===== config.mk =====
export PLATFORM = sky130hd
export DESIGN_NAME = playback_clock_speed_pause_unit
export DESIGN_NICKNAME = d
export VERILOG_FILES = /design/src/hdl/pcsp_pkg.sv /design/src/hdl/playback_clock_speed_pause_unit.sv /design/src/hdl/pcsp_muldiv.sv
export VERILOG_INCLUDE_DIRS = /design/src /design/src/hdl
export SDC_FILE = /design/constraint.sdc
export NUM_CORES = 2
export LEC_CHECK = 0
export BUFFER_PORTS_ARGS = -buffer_cell sky130_fd_sc_hd__buf_2
export CORE_MARGIN = 2
export CORE_UTILIZATION = 65
export CTS_BUF_LIST = sky130_fd_sc_hd__clkbuf_8
export CTS_CLUSTER_SIZE = 12
export DETAILED_ROUTE_END_ITERATION = 8
export PLACE_DENSITY = 0.87
export SYNTH_ARGS = -nofsm -noshare
export SYNTH_HDL_FRONTEND = slang
export SYNTH_SLANG_ARGS = --single-unit

===== constraint.sdc =====
create_clock -name i_clk -period 11.5 [get_ports i_clk]
set_clock_uncertainty 0.15 [all_clocks]
set_input_delay 2.3 -clock i_clk [delete_from_list [all_inputs] [get_ports i_clk]]
set_output_delay 2.3 -clock i_clk [all_outputs]
set_load 0.05 [all_outputs]

===== src/hdl/playback_clock_speed_pause_unit_assert.svh =====
// Assertion helpers shared by the playback clock RTL.
// Both macros expect i_clk and i_rst_n to exist in the enclosing module.
`ifndef PLAYBACK_CLOCK_SPEED_PAUSE_UNIT_ASSERT_SVH
`define PLAYBACK_CLOCK_SPEED_PAUSE_UNIT_ASSERT_SVH

// Consequent checked in the same cycle as the antecedent.
`define PCSP_ASSERT_SAME(label, ante, cons, msg) \
    label: assert property (@(posedge i_clk) disable iff (!i_rst_n) (ante) |-> (cons)) \
        else $error(msg);

// Consequent checked in the cycle after the antecedent.
`define PCSP_ASSERT_NEXT(label, ante, cons, msg) \
    label: assert property (@(posedge i_clk) disable iff (!i_rst_n) (ante) |=> (cons)) \
        else $error(msg);

`endif


===== src/hdl/pcsp_pkg.sv =====
`timescale 1ns / 1ps

package pcsp_pkg;

    localparam int unsigned FUNC_W          = 3;
    localparam int unsigned COUNT_W         = 63;
    localparam int unsigned SPEED_W         = 8;
    localparam int unsigned PTS_W           = 48;
    localparam int unsigned CLOCK_VALUE_W   = 48;
    localparam int unsigned CFG_W           = 32;
    localparam int unsigned START_W         = 64;
    localparam int unsigned TIME_BASE_DEF   = 1000000;
    localparam int unsigned CLOCK_WIDTH_DEF = 48;

    localparam logic [CFG_W-1:0] CFG_RESET = CFG_W'(1000000);

    typedef enum logic [FUNC_W-1:0] {
        FN_READ       = 3'd0,
        FN_SPEED      = 3'd1,
        FN_FULL_DISC  = 3'd2,
        FN_NORM_DISC  = 3'd3,
        FN_PAUSE      = 3'd4,
        FN_RESUME     = 3'd5,
        FN_DISC_CHECK = 3'd6
    } t_func;

    typedef struct packed {
        logic [FUNC_W-1:0]        func;
        logic [COUNT_W-1:0]       counter_now;
        logic signed [SPEED_W-1:0] speed;
        logic signed [PTS_W-1:0]  pts;
        logic signed [PTS_W-1:0]  delay;
    } t_in_item;

    typedef struct packed {
        logic signed [CLOCK_VALUE_W-1:0] clock_value;
        logic                            recent_discontinuity;
        logic                            bad_speed;
    } t_out_item;

endpackage


===== src/hdl/playback_clock_speed_pause_unit.sv =====
`timescale 1ns / 1ps
`include "playback_clock_speed_pause_unit_assert.svh"

// Media playback clock. Each input beat carries a raw counter reading and one
// operation (read, set speed, full or normal discontinuity, pause, resume,
// discontinuity check); each input beat produces exactly one output beat with
// the clock value after the operation and two flags.
// Channels: input beat on i_in_valid/o_in_ready, output beat on
// o_out_valid/i_out_ready. The user must write the counter frequency register
// with i_cfg_we/i_cfg_data while no beat is in flight; it is not enforced.
// When the clock is frozen or waiting for a rebase, the peek state sends the
// beat straight to the finish state with no formula evaluation.
// A formula evaluation runs the shared bit-serial multiply/divide unit once,
// a multiply phase followed by a divide phase. A set speed with a nonzero
// speed first runs the unit twice more, to divide and then to multiply.
// One beat is worked on at a time; the unit sets the throughput of the
// beats that use it.
// The next input beat is taken while a finished result still waits in the
// output register; a stalled receiver only holds the block once the next
// result is ready. Reset puts the clock in the rebase-pending state with the
// counter frequency at its default and no output beat pending.
module playback_clock_speed_pause_unit
    import pcsp_pkg::*;
#(
    parameter int unsigned TIME_BASE   = TIME_BASE_DEF,
    parameter int unsigned CLOCK_WIDTH = CLOCK_WIDTH_DEF
) (
    input  logic             i_clk,
    input  logic             i_rst_n,
    input  logic             i_cfg_we,
    input  logic [CFG_W-1:0] i_cfg_data,
    input  logic             i_in_valid,
    output logic             o_in_ready,
    input  t_in_item         i_in_data,
    output logic             o_out_valid,
    input  logic             i_out_ready,
    output t_out_item        o_out_data
);

    localparam int unsigned CW     = CLOCK_WIDTH;
    localparam int unsigned TB_W   = $clog2(TIME_BASE + 1);
    localparam int unsigned MB_W   = (TB_W > CFG_W) ? TB_W : CFG_W;
    localparam int unsigned PROD_W = START_W + MB_W;
    localparam int unsigned SUM_W  = PROD_W + 2;
    localparam int unsigned UF_W   = CFG_W + 1;
    localparam int unsigned CMP_W  = (CW > PTS_W + 1) ? CW : PTS_W + 1;

    typedef enum logic [2:0] {
        S_IDLE, S_OP, S_SPD_DIV, S_SPD_MUL, S_PEEK, S_FORM, S_FIN
    } t_state;

    t_state                   r_state;
    t_in_item                 r_item;
    logic [CFG_W-1:0]         r_cf;
    logic [START_W-1:0]       r_start;
    logic signed [UF_W-1:0]   r_uf;
    logic signed [PTS_W-1:0]  r_offset;
    logic signed [CW-1:0]     r_frozen;
    logic                     r_pending;
    logic                     r_bad;
    logic [CFG_W-1:0]         r_m;
    logic signed [CW-1:0]     r_clock;
    logic                     r_out_valid;
    t_out_item                r_out;

    logic                     frozen_pos;
    logic [START_W-1:0]       diff;
    logic [START_W-1:0]       diff_mag;
    logic [CFG_W-1:0]         uf_mag;
    logic [SPEED_W-1:0]       spd_mag;
    logic                     md_start;
    logic [START_W-1:0]       md_a;
    logic [MB_W-1:0]          md_b;
    logic [CFG_W-1:0]         md_d;
    logic                     md_done;
    logic [PROD_W-1:0]        md_quot;
    logic                     set_neg;
    logic [START_W-1:0]       set_q;
    logic [START_W-1:0]       set_lo;
    logic                     form_neg;
    logic signed [SUM_W-1:0]  form_off;
    logic signed [SUM_W-1:0]  form_q;
    logic signed [SUM_W-1:0]  form_sum;
    logic [SUM_W-CW:0]        form_top;
    logic signed [CW-1:0]     n_form_clock;
    logic signed [PTS_W:0]    disc_sum;
    logic signed [CMP_W-1:0]  disc_cmp;
    logic signed [CMP_W-1:0]  clock_cmp;
    logic                     n_disc;
    logic signed [START_W-1:0] clock_ext;
    logic                     out_free;

    assign frozen_pos = (r_frozen != '0) && !r_frozen[CW-1];
    assign diff       = START_W'(r_item.counter_now) - r_start;
    assign diff_mag   = diff[START_W-1] ? -diff : diff;
    assign uf_mag     = r_uf[UF_W-1] ? CFG_W'(-r_uf) : CFG_W'(r_uf);
    assign spd_mag    = r_item.speed[SPEED_W-1] ? SPEED_W'(-r_item.speed)
                                                : SPEED_W'(r_item.speed);

    // Operand selection for the shared unit.
    always_comb begin
        md_start = 1'b0;
        md_a     = diff_mag;
        md_b     = MB_W'(TIME_BASE);
        md_d     = uf_mag;
        case (r_state)
            S_OP: begin
                md_start = (r_item.func == FN_SPEED) && (r_item.speed != '0);
                md_a     = START_W'(r_cf);
                md_b     = MB_W'(1);
                md_d     = CFG_W'(spd_mag);
            end
            S_SPD_DIV: begin
                md_start = md_done;
                md_b     = MB_W'(md_quot[CFG_W-1:0]);
            end
            S_PEEK: begin
                md_start = !frozen_pos && !r_pending;
            end
            default: begin
                md_start = 1'b0;
            end
        endcase
    end

    pcsp_muldiv #(
        .A_W (START_W),
        .B_W (MB_W),
        .D_W (CFG_W)
    ) u_muldiv (
        .i_clk   (i_clk),
        .i_rst_n (i_rst_n),
        .i_start (md_start),
        .i_a     (md_a),
        .i_b     (md_b),
        .i_d     (md_d),
        .o_done  (md_done),
        .o_quot  (md_quot)
    );

    // New start point for a speed change; only the low word of the signed
    // quotient matters since the start point wraps.
    assign set_neg = r_item.speed[SPEED_W-1] ^ diff[START_W-1] ^ r_uf[UF_W-1];
    assign set_q   = md_quot[START_W-1:0];
    assign set_lo  = set_neg ? -set_q : set_q;

    // Clock formula: offset plus or minus the quotient, then saturate.
    assign form_neg     = diff[START_W-1] ^ r_uf[UF_W-1];
    assign form_off     = SUM_W'(r_offset);
    assign form_q       = $signed({2'b00, md_quot});
    assign form_sum     = form_neg ? (form_off - form_q) : (form_off + form_q);
    assign form_top     = form_sum[SUM_W-1:CW-1];
    assign n_form_clock = ((&form_top) || !(|form_top)) ? form_sum[CW-1:0]
                        : (form_sum[SUM_W-1] ? {1'b1, {(CW-1){1'b0}}}
                                             : {1'b0, {(CW-1){1'b1}}});

    assign disc_sum  = (PTS_W + 1)'(r_offset) + (PTS_W + 1)'(r_item.delay);
    assign disc_cmp  = CMP_W'(disc_sum);
    assign clock_cmp = CMP_W'(r_clock);
    assign n_disc    = disc_cmp > clock_cmp;

    assign clock_ext = START_W'(r_clock);
    assign out_free  = !r_out_valid || i_out_ready;

    always_ff @(posedge i_clk) begin
        if (!i_rst_n) begin
            r_state     <= S_IDLE;
            r_cf        <= CFG_RESET;
            r_start     <= '0;
            r_uf        <= $signed({1'b0, CFG_RESET});
            r_offset    <= '0;
            r_frozen    <= '0;
            r_pending   <= 1'b1;
            r_bad       <= 1'b0;
            r_out_valid <= 1'b0;
        end else begin
            if (i_cfg_we) begin
                r_cf <= i_cfg_data;
            end
            // In the finish state a taken beat is replaced by the new one below.
            if (r_out_valid && i_out_ready && (r_state != S_FIN)) begin
                r_out_valid <= 1'b0;
            end
            case (r_state)
                S_IDLE: begin
                    if (i_in_valid) begin
                        r_item  <= i_in_data;
                        r_bad   <= 1'b0;
                        r_state <= S_OP;
                    end
                end
                S_OP: begin
                    if ((r_item.func == FN_SPEED) && (r_item.speed != '0)) begin
                        r_state <= S_SPD_DIV;
                    end else begin
                        r_state <= S_PEEK;
                    end
                    case (t_func'(r_item.func))
                        FN_READ, FN_PAUSE, FN_DISC_CHECK: begin
                            // A pending rebase takes effect on the first read, pause or check while not frozen.
                            if (!frozen_pos && r_pending) begin
                                r_start   <= START_W'(r_item.counter_now);
                                r_uf      <= $signed({1'b0, r_cf});
                                r_offset  <= '0;
                                r_frozen  <= '0;
                                r_pending <= 1'b0;
                            end
                        end
                        FN_SPEED: begin
                            if (r_item.speed == '0) begin
                                r_bad <= 1'b1;
                            end
                        end
                        FN_FULL_DISC: begin
                            r_pending <= 1'b1;
                        end
                        FN_NORM_DISC: begin
                            r_start  <= START_W'(r_item.counter_now);
                            r_offset <= r_item.pts;
                        end
                        FN_RESUME: begin
                            r_pending <= 1'b1;
                            r_frozen  <= '0;
                        end
                        default: begin
                        end
                    endcase
                end
                S_SPD_DIV: begin
                    if (md_done) begin
                        r_m     <= md_quot[CFG_W-1:0];
                        r_state <= S_SPD_MUL;
                    end
                end
                S_SPD_MUL: begin
                    if (md_done) begin
                        r_start <= START_W'(r_item.counter_now) - set_lo;
                        r_uf    <= r_item.speed[SPEED_W-1] ? -$signed({1'b0, r_m})
                                                           : $signed({1'b0, r_m});
                        r_state <= S_PEEK;
                    end
                end
                S_PEEK: begin
                    if (frozen_pos) begin
                        r_clock <= r_frozen;
                        r_state <= S_FIN;
                    end else if (r_pending) begin
                        r_clock <= '0;
                        r_state <= S_FIN;
                    end else begin
                        r_state <= S_FORM;
                    end
                end
                S_FORM: begin
                    if (md_done) begin
                        r_clock <= n_form_clock;
                        r_state <= S_FIN;
                    end
                end
                S_FIN: begin
                    if (out_free) begin
                        r_out_valid                <= 1'b1;
                        r_out.clock_value          <= clock_ext[CLOCK_VALUE_W-1:0];
                        r_out.recent_discontinuity <= (r_item.func == FN_DISC_CHECK) && n_disc;
                        r_out.bad_speed            <= r_bad;
                        if (r_item.func == FN_PAUSE) begin
                            r_frozen <= r_clock;
                        end
                        r_state <= S_IDLE;
                    end
                end
                default: begin
                    r_state <= S_IDLE;
                end
            endcase
        end
    end

    assign o_in_ready  = (r_state == S_IDLE);
    assign o_out_valid = r_out_valid;
    assign o_out_data  = r_out;

    `PCSP_ASSERT_NEXT(a_accept_to_op, i_in_valid && o_in_ready, r_state == S_OP,
        "accepted beat did not enter dispatch")
    `PCSP_ASSERT_SAME(a_out_from_fin, $rose(o_out_valid), $past(r_state == S_FIN),
        "output beat raised outside the finish state")
    `PCSP_ASSERT_SAME(a_md_start_state, md_start,
        r_state == S_OP || r_state == S_SPD_DIV || r_state == S_PEEK,
        "arithmetic unit started from an unexpected state")

endmodule


===== src/hdl/pcsp_muldiv.sv =====
`timescale 1ns / 1ps
`include "playback_clock_speed_pause_unit_assert.svh"

// Unsigned floor(a * b / d), one multiplier bit per cycle followed by one
// quotient bit per cycle. A zero divisor gives a zero quotient.
module pcsp_muldiv
    import pcsp_pkg::*;
#(
    parameter int unsigned A_W = START_W,
    parameter int unsigned B_W = CFG_W,
    parameter int unsigned D_W = CFG_W
) (
    input  logic               i_clk,
    input  logic               i_rst_n,
    input  logic               i_start,
    input  logic [A_W-1:0]     i_a,
    input  logic [B_W-1:0]     i_b,
    input  logic [D_W-1:0]     i_d,
    output logic               o_done,
    output logic [A_W+B_W-1:0] o_quot
);

    localparam int unsigned P_W   = A_W + B_W;
    localparam int unsigned CNT_W = $clog2(P_W);

    typedef enum logic [1:0] {MD_IDLE, MD_MUL, MD_DIV} t_md_state;

    t_md_state        r_md_state;
    logic [P_W-1:0]   r_prod;
    logic [A_W-1:0]   r_a;
    logic [D_W-1:0]   r_d;
    logic [D_W-1:0]   r_rem;
    logic [CNT_W-1:0] r_cnt;
    logic             r_done;
    logic             r_dzero;

    logic [A_W:0]     mul_sum;
    logic [D_W:0]     div_trial;
    logic [D_W:0]     div_diff;
    logic             div_ge;

    // The product register shifts right while the partial sum enters at the top;
    // the same register then shifts left through the divider, quotient bits
    // entering at the bottom.
    assign mul_sum   = {1'b0, r_prod[P_W-1:B_W]} + (r_prod[0] ? {1'b0, r_a} : '0);
    assign div_trial = {r_rem, r_prod[P_W-1]};
    assign div_ge    = div_trial >= {1'b0, r_d};
    assign div_diff  = div_trial - {1'b0, r_d};

    always_ff @(posedge i_clk) begin
        if (!i_rst_n) begin
            r_md_state <= MD_IDLE;
            r_done     <= 1'b0;
        end else begin
            r_done <= (r_md_state == MD_DIV) && (r_cnt == CNT_W'(P_W - 1));
            case (r_md_state)
                MD_IDLE: begin
                    if (i_start) begin
                        r_prod     <= {{A_W{1'b0}}, i_b};
                        r_a        <= i_a;
                        r_d        <= i_d;
                        r_dzero    <= (i_d == '0);
                        r_cnt      <= '0;
                        r_md_state <= MD_MUL;
                    end
                end
                MD_MUL: begin
                    r_prod <= {mul_sum, r_prod[B_W-1:1]};
                    if (r_cnt == CNT_W'(B_W - 1)) begin
                        r_cnt      <= '0;
                        r_rem      <= '0;
                        r_md_state <= MD_DIV;
                    end else begin
                        r_cnt <= r_cnt + 1'b1;
                    end
                end
                MD_DIV: begin
                    r_rem  <= div_ge ? div_diff[D_W-1:0] : div_trial[D_W-1:0];
                    r_prod <= {r_prod[P_W-2:0], div_ge};
                    if (r_cnt == CNT_W'(P_W - 1)) begin
                        r_md_state <= MD_IDLE;
                    end else begin
                        r_cnt <= r_cnt + 1'b1;
                    end
                end
                default: begin
                    r_md_state <= MD_IDLE;
                end
            endcase
        end
    end

    assign o_done = r_done;
    assign o_quot = r_dzero ? '0 : r_prod;

    `PCSP_ASSERT_SAME(a_start_when_idle, i_start, r_md_state == MD_IDLE, "start while busy")
    `PCSP_ASSERT_SAME(a_done_after_div, o_done, $past(r_md_state == MD_DIV), "stray done")
    `PCSP_ASSERT_NEXT(a_mul_to_div, r_md_state == MD_MUL && r_cnt == CNT_W'(B_W - 1),
        r_md_state == MD_DIV && r_cnt == '0, "multiply did not hand over to divide")

endmodule


Word level (Yosys, flattened, before mapping)

Index checks and enable logic that the tools add are counted.

Output and inout port bits: 52
Bits of input ports: 207
Bits in registers: 766

Eq/ne operators: 36
Order comparisons: 2
Reduce and logical (&&, ||, !) cells: 51
Mux-type cells: 63
$add $sub $neg: 13
Bitwise logic cells: 4

Operator list:

| cell                | number |
|---|---|
| $mux W48            | 8 |
| $pmux W48 S2        | 4 |
| $pmux W96 S3        | 1 |
| $mux W64            | 4 |
| $pmux W64 S2        | 2 |
| $mux W96            | 2 |
| $mux W32            | 5 |
| $mux W33            | 4 |
| $neg A64 Y64        | 2 |
| $pmux W32 S2        | 2 |
| $sub A63 B64 Y64    | 2 |
| $add A48 B97 Y98    | 1 |
| $mux W98            | 1 |
| $sub A48 B97 Y98    | 1 |
| $pmux W33 S2        | 1 |
| $add A64 B65 Y65    | 1 |
| $mux W63            | 1 |
| $reduce_and A51 Y1  | 1 |
| $reduce_or A51 Y1   | 1 |
| $add A48 B48 Y49    | 1 |
| $gt A49 B48 Y1      | 1 |
| $reduce_bool A48 Y1 | 1 |
| $ge A33 B32 Y1      | 1 |
| $neg A32 Y33        | 1 |
| other kinds (42)    | 120 |

Depth between registers and ports, before layout

Depth in word-level cells: 9
Depth in mapped cells: 35
Gate-level depth less buffers: 29

Cells and area by module

A second synthesis with hierarchy kept.

Cell total of the unflattened synthesis: 6884
Area, all modules: 59082.9 µm²

By module, submodules not included:

| module                          | sequential area each (µm²) | cells each | area an instance (µm²) | times used |
|---|---|---|---|---|
| playback_clock_speed_pause_unit | 13633.1                    | 5281       | 43362.8                | 1 |
| pcsp_muldiv                     | 7026.7                     | 1603       | 15720.1                | 1 |

Least setup slack after synthesis

OpenSTA, ideal clock, no wires.

Path kind: input to register
Start: in i_rst_n
End: reg r_item[0] (netlist bit), enable pin
Data required time: 10647 ps
Setup slack: 818 ps
Buffers on the path: 2
Data arrival time: 9829 ps
Cell stages on the path: 4
Cell sequence: inv_2 -> clkbuf_1 -> clkbuf_1 -> nor2_1

Longest elaborated chain between the ends: 1

RTL lines:

| what                        | line                                   | text |
|---|---|---|
| start, declared             | playback_clock_speed_pause_unit.sv:29  | `input logic i_rst_n,` |
| $reduce_and A3 Y1 (no line) | -                                      |  |
| end signal, assigned        | playback_clock_speed_pause_unit.sv:187 | `r_item <= i_in_data;` |
| end, declared               | playback_clock_speed_pause_unit.sv:53  | `t_in_item r_item;` |

No other way between the ends.
A chain may end at the register's enable or synchronous reset.

Worst setup path in the final report

Start: reg r_item[118] (netlist bit)
End: reg r_clock[2] (data pin)

Longest elaborated chain between the ends: 9

RTL lines:

| what                 | line                                   | text |
|---|---|---|
| $sub A63 B64 Y64 (*) | playback_clock_speed_pause_unit.sv:94  | `assign diff = START_W'(r_item.counter_now) - r_start;` |
| $xor A1 B1 Y1 (*)    | playback_clock_speed_pause_unit.sv:148 | `assign form_neg = diff[START_W-1] ^ r_uf[UF_W-1];` |
| $mux W98 (*)         | playback_clock_speed_pause_unit.sv:151 | `assign form_sum = form_neg ? (form_off - form_q) : (form_off + form_q);` |
| $reduce_or A51 Y1    | playback_clock_speed_pause_unit.sv:153 | `assign n_form_clock = ((&form_top) \|\| !(\|form_top)) ? form_sum[CW-1:0]` |
| $logic_not A1 Y1     | playback_clock_speed_pause_unit.sv:153 |  |
| $logic_or A1 B1 Y1   | playback_clock_speed_pause_unit.sv:153 |  |
| $mux W48 (*)         | playback_clock_speed_pause_unit.sv:153 |  |
| $mux W48 (*)         | playback_clock_speed_pause_unit.sv:255 | `if (md_done) begin` |
| $pmux W48 S2 (*)     | playback_clock_speed_pause_unit.sv:184 | `case (r_state)` |
| end signal, assigned | playback_clock_speed_pause_unit.sv:245 | `r_clock <= r_frozen;` |
| end signal, assigned | playback_clock_speed_pause_unit.sv:256 | `r_clock <= n_form_clock;` |
| end, declared        | playback_clock_speed_pause_unit.sv:62  | `logic signed [CW-1:0] r_clock;` |

Every way passes the cells marked *; elsewhere a longest branch is shown, timed or not. The select of a mux whose other input is x is not followed.

==> impl_metrics.env <==
export IMPL_first_pass_iters=7
export IMPL_hold_path_depth=0
export IMPL_synth_seq_cells=766
export IMPL_yosysWarnings=0
export IMPL_multi_input_area_um2=37400
export IMPL_gp_congestion=1.04
export IMPL_synth_edf_count=532
export IMPL_avgViaCountPerCell=6.81
export IMPL_row_count=111
export IMPL_r2r_start="r_item[118]$_DFFE_PP_"
export IMPL_htreeDepth=4
export IMPL_dp_hpwl_um=160000
export IMPL_crit_path_top_delay_cell="nor4_1"
export IMPL_cts_root_buf="clkbuf_8"
export IMPL_grt_use_met2=0.632
export IMPL_cts_tree="built"
export IMPL_die_area_um2=95600
export IMPL_cap_viol_max_count=0
export IMPL_core_um2=91900
export IMPL_postLayoutCoreUtil=0.710
export IMPL_grt_max_degree=95
export IMPL_crit_fanout=48
export IMPL_antenna_found_initial=24
export IMPL_cts_hold_buf=0
export IMPL_p_total_w=0.0136
export IMPL_overflow=0
export IMPL_num_vias=58600
export IMPL_fin_crit_ns=10.11
export IMPL_slowest_delay_ns=0.74
export IMPL_pin_count=259
export IMPL_initial_core_util=0.658
export IMPL_cts_setup_buffers=0
export IMPL_crit_required_ns=11.90
export IMPL_ys_flop_type="edfxtp_1"
export IMPL_hp_class="flip-flop to flip-flop"
export IMPL_wire_per_inst_um=24.2
export IMPL_cts_sinks=766
export IMPL_finalCritPeriodShare=0.879
export IMPL_grt_util_met3=0.127
export IMPL_clk_pin_slew_ns=0.06
export IMPL_ctsResizeCount=0
export IMPL_wl_um=208000
export IMPL_min_to="o_out_data[0]$_DFFE_PP_"
export IMPL_grt_pass1_vias=54100
export IMPL_synthCells=7176
export IMPL_port_buffers=258
export IMPL_slew_limit_headroom=0.119
export IMPL_timing_hold_violations_final=0
export IMPL_drt_initial_drc_count=7965
export IMPL_drive_gt1_frac=0.0872
export IMPL_startpoint_type="flip-flop"
export IMPL_drc=0
export IMPL_powerDensity_nw_per_um2=209
export IMPL_path_class="flip-flop to flip-flop"
export IMPL_die_width_um=309
export IMPL_cp_startpoint="r_item[118]$_DFFE_PP_"
export IMPL_r2r_cells=28
export IMPL_arrival_ns=10.51
export IMPL_hp_start="r_bad$_SDFFE_PN0P_"
export IMPL_syn_cell_area_um2=60500
export IMPL_fillCellCount=7204
export IMPL_clk_latency_ns=0.87
export IMPL_finalNetCount=7890
export IMPL_p_leak_nw=25.7
export IMPL_die_h_um=309
export IMPL_grtUsageMet1=0.561
export IMPL_yosysSeqAreaShare=0.341
export IMPL_clockBufferDepth=3
export IMPL_synth_async_reset_ratio=0
export IMPL_worst_r2r_endpoint="r_clock[2]$_DFFE_PP_"
export IMPL_max_freq_ghz=0.0989
export IMPL_irDropWorstVdd_mv=0.168
export IMPL_grt_pass1_wl_um=315000
export IMPL_ant_nets=0
export IMPL_grt_util_all_layers=0.424
export IMPL_cts_buffers_inserted=133
export IMPL_end_kind="flip-flop"
export IMPL_synthesis_nets=7815
export IMPL_worstMarginPinSlew_ns=1.31
export IMPL_seqCellArea_um2=20700
export IMPL_rsz0062_at_grt="no"
export IMPL_drv_slew=0
export IMPL_synth_cell_types=109
export IMPL_area_growth_pct=7.81
export IMPL_r2r_setup_slack_ns=1.39
export IMPL_setup_violations=0
export IMPL_outcome="finished clean"
export IMPL_grt_busiest_layer="met2"
export IMPL_finalSetupTns_ns=0
export IMPL_avgSynthCellArea_um2=8.43
## Yosys cell counts (185+ instances only)
cell type | count | area share
nand3_1 | 186 | 0.015
edfxtp_1 | 532 | 0.26
xnor2_1 | 321 | 0.046
a21oi_1 | 728 | 0.060
o21ai_0 | 406 | 0.034
clkbuf_1 | 321 | 0.020
ha_1 | 426 | 0.088
inv_1 | 304 | 0.019
nand2_1 | 666 | 0.041
a21o_1 | 209 | 0.026
nor2_1 | 680 | 0.042
dfxtp_1 | 234 | 0.077
xor2_1 | 185 | 0.027
## worst max path at each step
stage,end,slack (ns),depth (start not counted)
2_1_floorplan,r_item[0]$_DFFE_PP_,0.82,4
6_report,r_clock[2]$_DFFE_PP_,1.39,28
5_1_grt,r_clock[43]$_DFFE_PP_,0.97,27
3_5_place_dp,r_clock[13]$_DFFE_PP_,1.69,28
4_1_cts,r_clock[13]$_DFFE_PP_,1.63,28
3_3_place_gp,r_clock[16]$_DFFE_PP_,1.65,28
## per-stage QoR
step                setup WS [ns]  cell area (µm²)  hold slack (ns)  std cells
floorplan                   0.818            60500            0.259       7176
global placement             1.65            62500            0.275       8359
detailed placement           1.69            62500            0.296       8359
CTS                          1.63            65200            0.303       8603
global route                0.970            65200            0.315       8605
finish                       1.39            65200            0.299       8612
## sequential cells by signal, indices dropped and copies added, names as in the netlist, 2 cells and up
signal / flops
u_muldiv.r_d: 32
r_start: 64
r_item: 170
u_muldiv.r_cnt: 7
o_out_data: 50
r_m: 32
r_cf: 32
r_offset: 48
u_muldiv.r_md_state: 2
r_clock: 48
r_state: 3
u_muldiv.r_prod: 96
r_uf: 33
u_muldiv.r_rem: 32
r_frozen: 48
u_muldiv.r_a: 64
## power breakdown
group          leakage, nW  switching (W)  internal, W
clock                 1.49        0.00125      0.00133
sequential            6.80       0.000247      0.00338
combinational         17.5        0.00497      0.00247
total                 25.7        0.00646      0.00718
## placed cells by master (no fill, tap or decap), types with 74 or more instances in the layout
master      n
clkbuf_8  155
xor2_1    185
a211oi_1   99
nand3_1   186
ha_1      423
a21oi_1   726
nand2_1   664
and2_1     97
edfxtp_1  532
inv_1     335
o21bai_1   74
nand4_1   119
o21a_1     75
a22oi_1   104
nor3_1    122
o21ai_0   405
buf_2     258
nor2_1    675
a21o_1    209
a31oi_1   121
dfxtp_1   233
nor4_1     76
nor2b_1   113
xnor2_1   316
## worst max-delay path, delay by kind of cell (launching register included)
| kind | cells | cell delay [ns] |
|---|---|---|
| AOI/OAI and AO/OA | 14 | 4.14 |
| xor gates and xnor gates | 2 | 0.65 |
| adders and majority gates | 2 | 0.78 |
| buffers and inverters | 2 | 1.02 |
| DFF | 1 | 0.43 |
| and+or+nand+nor | 8 | 2.55 |
## routing by layer
layer  vias to the layer above  routed length [µm]
met1                     27400               80700
met2                      3737               88600
met5                         -                 168
met4                        24               11700
met3                       737               26900
li1                      26700                   -
## area by class of cell
class,instances,share of cell area
repair buffers,325,0.0277
flip-flops and latches,766,0.317
clock inverters,89,0.00836
clock buffers,155,0.0327
multi-input cells,5718,0.573
well taps,1243,0.0238
inverters,307,0.0177
diodes,9,0.000345
## cell families after synthesis
group / share of synthesized area
fa+ha+maj: 0.0901
compound gates: 0.248
buf+inv: 0.0442
flops: 0.341
mux: 0.0129
simple gates: 0.190
xor+xnor: 0.0738
No activity file was read; power rests on OpenSTA's default activity.
